$ cat src/ffca_pkg.sv
// Package with shared types and codes for the first-fit coalescing allocator.
`timescale 1ns / 1ps

package ffca_pkg;

    localparam logic [1:0] ST_OK      = 2'd0;
    localparam logic [1:0] ST_BADSIZE = 2'd1;
    localparam logic [1:0] ST_NOFIT   = 2'd2;
    localparam logic [1:0] ST_IGNORED = 2'd3;

    localparam logic OP_ALLOC = 1'b0;
    localparam logic OP_FREE  = 1'b1;

    typedef enum logic [4:0] {
        S_CLEAR,
        S_IDLE,
        S_A_CHECK,
        S_A_RD,
        S_A_TEST,
        S_A_UNLINK,
        S_A_SPLIT,
        S_F_RD,
        S_F_TEST,
        S_P_START,
        S_P_RD,
        S_P_TEST,
        S_P_RDB,
        S_P_RDNX,
        S_P_MERGE,
        S_A_FINISH,
        S_OUT
    } state_t;

    typedef enum logic [4:0] {
        C_NONE,
        C_CLEAR,
        C_LOAD,
        C_A_CHECK,
        C_A_START,
        C_RD_CUR,
        C_A_ADV,
        C_A_UNLINK,
        C_A_SPLIT,
        C_F_START,
        C_F_COMMIT,
        C_P_START,
        C_P_RD,
        C_P_ADV,
        C_P_RDB,
        C_P_RDNX,
        C_P_MERGE,
        C_A_FINISH,
        C_FAIL_SIZE,
        C_FAIL_FIT,
        C_FAIL_FREE
    } cmd_t;

    typedef struct packed {
        logic clear_done;
        logic is_free;
        logic a_size_bad;
        logic a_too_big;
        logic a_end;
        logic a_fits;
        logic a_split;
        logic f_bad;
        logic p_walk;
        logic from_alloc;
    } stat_t;

endpackage

$ cat src/ffca_ctrl.sv
// Control state machine that sequences the header memory walks.
`timescale 1ns / 1ps

module ffca_ctrl (
    input  logic            clk,
    input  logic            rst_n,
    input  logic            s_axis_tvalid,
    output logic            s_axis_tready,
    output logic            m_axis_tvalid,
    input  logic            m_axis_tready,
    input  ffca_pkg::stat_t stat,
    output ffca_pkg::cmd_t  cmd
);
    import ffca_pkg::*;

    state_t state_reg, state_next;

    always_ff @(posedge clk or negedge rst_n)
    begin
        if (!rst_n)
        begin
            state_reg <= S_CLEAR;
        end
        else
        begin
            state_reg <= state_next;
        end
    end

    always_comb
    begin
        state_next = state_reg;
        cmd = C_NONE;
        s_axis_tready = 1'b0;
        m_axis_tvalid = 1'b0;
        unique case (state_reg)
            S_CLEAR:
            begin
                cmd = C_CLEAR;
                if (stat.clear_done)
                begin
                    state_next = S_IDLE;
                end
            end
            S_IDLE:
            begin
                s_axis_tready = 1'b1;
                if (s_axis_tvalid)
                begin
                    cmd = C_LOAD;
                    state_next = S_A_CHECK;
                end
            end
            S_A_CHECK:
            begin
                if (stat.is_free)
                begin
                    cmd = C_F_START;
                    state_next = S_F_RD;
                end
                else if (stat.a_size_bad)
                begin
                    cmd = C_FAIL_SIZE;
                    state_next = S_OUT;
                end
                else if (stat.a_too_big)
                begin
                    cmd = C_FAIL_FIT;
                    state_next = S_OUT;
                end
                else
                begin
                    cmd = C_A_CHECK;
                    state_next = S_A_RD;
                end
            end
            S_A_RD:
            begin
                if (stat.a_end)
                begin
                    cmd = C_FAIL_FIT;
                    state_next = S_OUT;
                end
                else
                begin
                    cmd = C_RD_CUR;
                    state_next = S_A_TEST;
                end
            end
            S_A_TEST:
            begin
                if (stat.a_fits)
                begin
                    cmd = C_A_UNLINK;
                    state_next = S_A_UNLINK;
                end
                else
                begin
                    cmd = C_A_ADV;
                    state_next = S_A_RD;
                end
            end
            S_A_UNLINK:
            begin
                if (stat.a_split)
                begin
                    cmd = C_A_SPLIT;
                    state_next = S_P_START;
                end
                else
                begin
                    state_next = S_A_FINISH;
                end
            end
            S_A_FINISH:
            begin
                cmd = C_A_FINISH;
                state_next = S_OUT;
            end
            S_F_RD:
            begin
                cmd = C_F_START;
                state_next = S_F_TEST;
            end
            S_F_TEST:
            begin
                if (stat.f_bad)
                begin
                    cmd = C_FAIL_FREE;
                    state_next = S_OUT;
                end
                else
                begin
                    cmd = C_F_COMMIT;
                    state_next = S_P_START;
                end
            end
            S_P_START:
            begin
                cmd = C_P_START;
                state_next = S_P_TEST;
            end
            S_P_TEST:
            begin
                if (stat.p_walk)
                begin
                    cmd = C_P_ADV;
                    state_next = S_P_RD;
                end
                else
                begin
                    cmd = C_P_RDB;
                    state_next = S_P_RDNX;
                end
            end
            S_P_RD:
            begin
                if (stat.p_walk)
                begin
                    cmd = C_P_RD;
                    state_next = S_P_TEST;
                end
                else
                begin
                    cmd = C_P_RDB;
                    state_next = S_P_RDNX;
                end
            end
            S_P_RDNX:
            begin
                cmd = C_P_RDNX;
                state_next = S_P_MERGE;
            end
            S_P_MERGE:
            begin
                cmd = C_P_MERGE;
                state_next = stat.from_alloc ? S_A_FINISH : S_OUT;
            end
            S_OUT:
            begin
                m_axis_tvalid = 1'b1;
                if (m_axis_tready)
                begin
                    state_next = S_IDLE;
                end
            end
            default:
            begin
                state_next = S_IDLE;
            end
        endcase
    end
endmodule

$ cat config.mk
export PLATFORM = sky130hd
export DESIGN_NAME = ffca_ctrl
export DESIGN_NICKNAME = d
export VERILOG_FILES = /design/src/ffca_pkg.sv /design/src/ffca_ctrl.sv
export SDC_FILE = /design/constraint.sdc
export NUM_CORES = 1
export LEC_CHECK = 0
export BUFFER_PORTS_ARGS = -buffer_cell sky130_fd_sc_hd__buf_4
export CELL_PAD_IN_SITES_DETAIL_PLACEMENT = 0
export CELL_PAD_IN_SITES_GLOBAL_PLACEMENT = 2
export CORE_MARGIN = 3
export CORE_UTILIZATION = 29
export DETAILED_ROUTE_END_ITERATION = 12
export MAX_ROUTING_LAYER = met4
export PLACE_DENSITY_LB_ADDON = 0.1
export SKIP_LAST_GASP = 1
export SLEW_MARGIN = 20
export SYNTH_ARGS = -nofsm -noshare
export SYNTH_HDL_FRONTEND = slang
export SYNTH_SLANG_ARGS = --single-unit
$ cat constraint.sdc
create_clock -name clk -period 2.9 [get_ports clk]
set_clock_uncertainty 0.05 [all_clocks]
set_input_delay 0.29 -clock clk [delete_from_list [all_inputs] [get_ports clk]]
set_output_delay 0.29 -clock clk [all_outputs]
set_load 0.01 [all_outputs]
* Word level (Yosys, flattened, before mapping)
Index checks and enable logic that the tools add are counted.
** Storage, ports and cells
- Input port bits :: 14
- Bits in registers :: 5
** Cells by class
- Mux-type cells :: 27
- Eq/ne operators :: 17
- Reductions and logical operators :: 2
** Operators with widths (count)
- 5-bit one-hot mux with 15 select lines :: 1
- 5-bit 2-to-1 mux :: 14
- 5-bit one-hot mux with 14 select lines :: 1
- 5-bit by 4-bit equality test with 1-bit output, second input constant :: 7
- 5-bit by 3-bit equality test with 1-bit output, second input constant :: 3
- 3-bit 2-to-1 mux :: 4
- 5-bit by 2-bit equality test with 1-bit output, second input constant :: 2
- 2-bit 2-to-1 mux :: 3
- 2-bit != test, second input constant :: 3
- 5-bit by 1-bit equality test with 1-bit output, second input constant :: 1
- 5-bit equality test, second input constant :: 1
- 5-bit logical NOT :: 1
- 4-bit 2-to-1 mux :: 1
- 1-bit 2-to-1 mux :: 3
- 3-bit AND reduction :: 1

* Logic depth before layout (Yosys ltp)
- Depth after elaboration :: 4
- Mapped depth :: 5
- Depth with buffers taken out :: 4

* Worst setup path after synthesis
Ideal clock, no wire load.
- Path type :: register to output
- From :: register state_reg[2]
- To :: output port cmd[2]
- Path slack :: 1.271 ns
- Arrival time :: 1.289 ns
- Data required time :: 2.560 ns
- Stages on the path, launching flop included :: 6
- Cell sequence :: dfrtp_1 buf_4 nor2_2 nand2_1 or3_1 o211ai_1
** Between the ends
- Longest elaborated chain between the ends :: 2
- Elaborated cells between the ends (all ways) :: 15
- Those cells by class :: eq/ne: 13; mux: 1; reduce/logical: 1
** RTL lines
- start, declared :: line ffca_ctrl.sv:16 : state_t state_reg, state_next;
- start signal, assigned :: line ffca_ctrl.sv:26 : state_reg <= state_next;
- 5-bit by 4-bit equality test with 1-bit output (tied with other cells) :: line ffca_ctrl.sv:36 : unique case (state_reg)
- 5-bit one-hot mux with 14 select lines (*) :: line ffca_ctrl.sv:36
- end, declared :: line ffca_ctrl.sv:12 : output ffca_pkg::cmd_t cmd
Every way passes the cells marked *; elsewhere a longest branch is shown, timed or not.

* Final worst setup path
- From :: register state_reg[3]
- To :: output port cmd[4]
Same word-level chain as after synthesis.

==> run_summary.xml <==
<?xml version="1.0" encoding="UTF-8"?>
<metrics>
  <group name="synthesis">
    <metric name="synth.largest_area_cell" unit="">sky130_fd_sc_hd__dfrtp_1</metric>
    <metric name="synth_top_cells_by_area" unit="">sky130_fd_sc_hd__dfrtp_1, sky130_fd_sc_hd__nor2b_1, sky130_fd_sc_hd__a21oi_1, sky130_fd_sc_hd__nand2b_1, sky130_fd_sc_hd__nand2_1</metric>
    <metric name="syn_nets" unit="">113</metric>
    <metric name="synthFlopType" unit="">sky130_fd_sc_hd__dfrtp_1</metric>
    <metric name="synth.yosys.seq_area_share" unit="">0.177</metric>
    <metric name="avgSynthCellArea" unit="µm²">7.15</metric>
    <metric name="synthCells" unit="">99</metric>
    <metric name="synth_cell_types" unit="">42</metric>
    <metric name="synth_seq_cells" unit="">5</metric>
    <metric name="synth_warnings" unit="">0</metric>
    <metric name="ys_async_sr_fraction" unit="">1.00</metric>
    <metric name="yosys.area.top_type_share" unit="">0.177</metric>
    <metric name="summed_instance_area_of_the_synthesized_netlist" unit="µm²">708</metric>
    <metric name="synth_edf_count" unit="">0</metric>
  </group>
  <group name="place">
    <metric name="detailedPlacementHpwl" unit="µm">1620</metric>
    <metric name="dp_slack" unit="ns">0.864</metric>
    <metric name="place.detailed.instances" unit="">140</metric>
    <metric name="placement.io_buffers" unit="">20</metric>
    <metric name="final_estimated_routing_congestion_in_global_placement" unit="">0.856</metric>
  </group>
  <group name="setup_path">
    <metric name="worst_setup_path_end_kind" unit="">output pin</metric>
    <metric name="timing.critical_path.from_type" unit="">register</metric>
    <metric name="critical_path_peak_fanout" unit="">22</metric>
    <metric name="crit_required" unit="ns">2.56</metric>
    <metric name="crit_arrival" unit="ns">1.97</metric>
    <metric name="timing.critical_path.cells" unit="">or3b_1 &gt; a211o_1 &gt; o211a_1 &gt; nand2_1 &gt; buf_4</metric>
    <metric name="timing.setup.critical_path_class" unit="">reg -&gt; out</metric>
    <metric name="worst_path_max_delay_cell" unit="">sky130_fd_sc_hd__dfrtp_1</metric>
    <metric name="timing.critical_path.slowest_cell_delay" unit="ns">0.62</metric>
  </group>
  <group name="route">
    <metric name="dr_total_vias" unit="">816</metric>
    <metric name="drt_iter0_drc" unit="">25</metric>
    <metric name="drt-pass1-iter-count" unit="">4</metric>
    <metric name="remaining_routing_drc_violations" unit="">0</metric>
    <metric name="finalWirelength" unit="µm">2120</metric>
    <metric name="wire_length_per_cell" unit="µm">14.6</metric>
    <metric name="post_drt_via_cell_ratio" unit="">5.63</metric>
    <metric name="antenna_violating_nets_post_route" unit="">0</metric>
  </group>
  <group name="cts">
    <metric name="path_clk_slew" unit="ns">0.04</metric>
    <metric name="cts_hold_buf" unit="">1</metric>
    <metric name="clock_root_buffer" unit="">sky130_fd_sc_hd__clkbuf_4</metric>
    <metric name="tritoncts_num_sinks" unit="">5</metric>
    <metric name="insertion_delay" unit="ns">0.24</metric>
    <metric name="cts_inserted_buffers" unit="">3</metric>
    <metric name="postCtsSetupBuffers" unit="">0</metric>
    <metric name="clock_tree.htree_level_count" unit="">1</metric>
    <metric name="cts_repair_resize_count" unit="">0</metric>
    <metric name="cts_tree" unit="">done</metric>
    <metric name="cts-root-to-sink-buffers" unit="">2</metric>
  </group>
  <group name="run_status">
    <metric name="outcome" unit="">complete, no violations</metric>
  </group>
  <group name="die">
    <metric name="num_rows" unit="">17</metric>
    <metric name="floorplan.initialDensity" unit="">0.314</metric>
    <metric name="floorplan.die.height" unit="µm">55.4</metric>
    <metric name="fp.dieW" unit="µm">55.4</metric>
    <metric name="boundaryPins" unit="">21</metric>
    <metric name="coreArea" unit="µm²">2250</metric>
    <metric name="die_area" unit="µm²">3070</metric>
  </group>
  <group name="power">
    <metric name="power.total" unit="µW">956</metric>
    <metric name="power_density" unit="nW/µm²">1070</metric>
    <metric name="power_leakage" unit="nW">0.405</metric>
    <metric name="ir_drop" unit="V">0.000575</metric>
  </group>
  <group name="global_route">
    <metric name="grt_use_met1" unit="">0.185</metric>
    <metric name="groute.layer.met2.usage" unit="">0.226</metric>
    <metric name="global_route_overflow" unit="">0</metric>
    <metric name="number_of_antenna_violations_at_the_first_check_in_global_routing" unit="">0</metric>
    <metric name="gr-usage-all-layers" unit="">0.146</metric>
    <metric name="grt-busiest-layer" unit="">met2</metric>
    <metric name="first_global_vias" unit="">781</metric>
    <metric name="gr-usage-met3" unit="">0.0491</metric>
    <metric name="grt_pass1_wl" unit="µm">3560</metric>
    <metric name="grt_start_max_net_pins" unit="">24</metric>
  </group>
  <group name="finish">
    <metric name="fin_nets" unit="">132</metric>
    <metric name="most-common-layout-cells" unit="">sky130_fd_sc_hd__buf_4, sky130_fd_sc_hd__nor2b_1, sky130_fd_sc_hd__nand2_1</metric>
    <metric name="max_reg_flops" unit="">5</metric>
    <metric name="instances_no_fill" unit="">145</metric>
    <metric name="insertedDiodeCount" unit="">0</metric>
    <metric name="layout_commonest_cell" unit="">sky130_fd_sc_hd__buf_4</metric>
    <metric name="synthToLayoutAreaGrowth" unit="%">26.3</metric>
    <metric name="layout-drive-gt1-share" unit="">0.205</metric>
  </group>
  <group name="sta">
    <metric name="period_needed" unit="ns">2.31</metric>
    <metric name="max_slew_margin" unit="">0.546</metric>
    <metric name="rsz0062_at_grt" unit="">false</metric>
    <metric name="maxClockFrequency" unit="GHz">0.432</metric>
    <metric name="final.setup.worst_slack" unit="ns">0.586</metric>
    <metric name="final.period_utilization" unit="">0.798</metric>
    <metric name="count_of_endpoints_failing_hold_in_the_final_timing_report" unit="">0</metric>
    <metric name="timing.setup.tns" unit="ns">0</metric>
    <metric name="finalSetupViolations" unit="">0</metric>
    <metric name="finalMaxSlewViolations" unit="">0</metric>
    <metric name="slew_of_the_pin_with_the_lowest_slew_margin" unit="ns">0.681</metric>
  </group>
  <group name="min_path">
    <metric name="path_class_of_the_lowest_slack_min_delay_path" unit="">in -&gt; reg</metric>
  </group>
  <group name="run">
    <metric name="cap_viol_max_count" unit="">0</metric>
  </group>
</metrics>
## final timing paths
check,start,endpoint,slack (ns),cells past startpoint
worst min-delay path,m_axis_tready,state_reg[4]$_DFFE_PN0P_,0.24,2
worst max-delay path,state_reg[3]$_DFFE_PN0P_,cmd[4],0.59,5
worst min register to register,state_reg[4]$_DFFE_PN0P_,state_reg[3]$_DFFE_PN0P_,0.67,1
min in group asynchronous,rst_n,state_reg[3]$_DFFE_PN0P_,0.34,2
max in group asynchronous,rst_n,state_reg[1]$_DFFE_PN0P_,2.35,2
worst max register to register,state_reg[2]$_DFFE_PN0P_,state_reg[1]$_DFFE_PN0P_,1.01,4
## stage by stage
step / hold slack, ns / cell area, µm² / utilization
floorplan: -0.0556 / 708 / -
global placement: 0.0435 / 858 / 0.381
detailed placement: 0.0459 / 858 / 0.381
CTS: 0.242 / 895 / 0.397
global route: 0.261 / 895 / 0.397
finish: 0.244 / 895 / 0.397
## Yosys cell counts (2+ instances only)
master	count
sky130_fd_sc_hd__a21oi_1	7
sky130_fd_sc_hd__a22oi_1	2
sky130_fd_sc_hd__a32o_1	2
sky130_fd_sc_hd__and3_1	2
sky130_fd_sc_hd__buf_2	4
sky130_fd_sc_hd__clkbuf_1	2
sky130_fd_sc_hd__dfrtp_1	5
sky130_fd_sc_hd__inv_1	4
sky130_fd_sc_hd__mux2i_1	2
sky130_fd_sc_hd__nand2_1	8
sky130_fd_sc_hd__nand2b_1	5
sky130_fd_sc_hd__nand3_1	5
sky130_fd_sc_hd__nor2_1	4
sky130_fd_sc_hd__nor2b_1	11
sky130_fd_sc_hd__o211a_1	2
sky130_fd_sc_hd__o211ai_1	2
sky130_fd_sc_hd__o21ai_0	3
sky130_fd_sc_hd__o21ai_1	2
sky130_fd_sc_hd__o221ai_1	3
sky130_fd_sc_hd__o22ai_1	2
## per-layer routing
metal | share of wire | vias up
li1 | - | 407
met2 | 0.47 | 37
met1 | 0.44 | 372
met3 | 0.091 | 0
met5 | 0 | -
met4 | 0 | 0
## final cells by class
class	instances	area (µm²)
Multi-Input combinational cell	82	529
Inverter	5	18.8
Clock buffer	4	26.3
Tap cell	28	35.0
Sequential cell	5	125
Timing Repair Buffer	21	160
Fill cell	269	1360
## where the power goes
part           total, mW  internal (mW)  leakage, nW  switching (mW)
sequential         0.240         0.0998       0.0651           0.140
clock             0.0798         0.0520       0.0150          0.0278
combinational      0.636          0.323        0.325           0.312
## kinds of logic after synthesis
family / synth area share
mux: 0.0283
simple gates: 0.353
flops: 0.177
compound gates: 0.341
xor+xnor: 0.0247
buf+inv: 0.0760
## critical path: cells and delay by family (launching register included)
family                 cells  cell delay (ns)
buffers and inverters      1             0.12
AOI/OAI and AO/OA          2             0.44
DFF                        1             0.62
and+or+nand+nor            2             0.55
No activity file was read; power rests on OpenSTA's default activity.
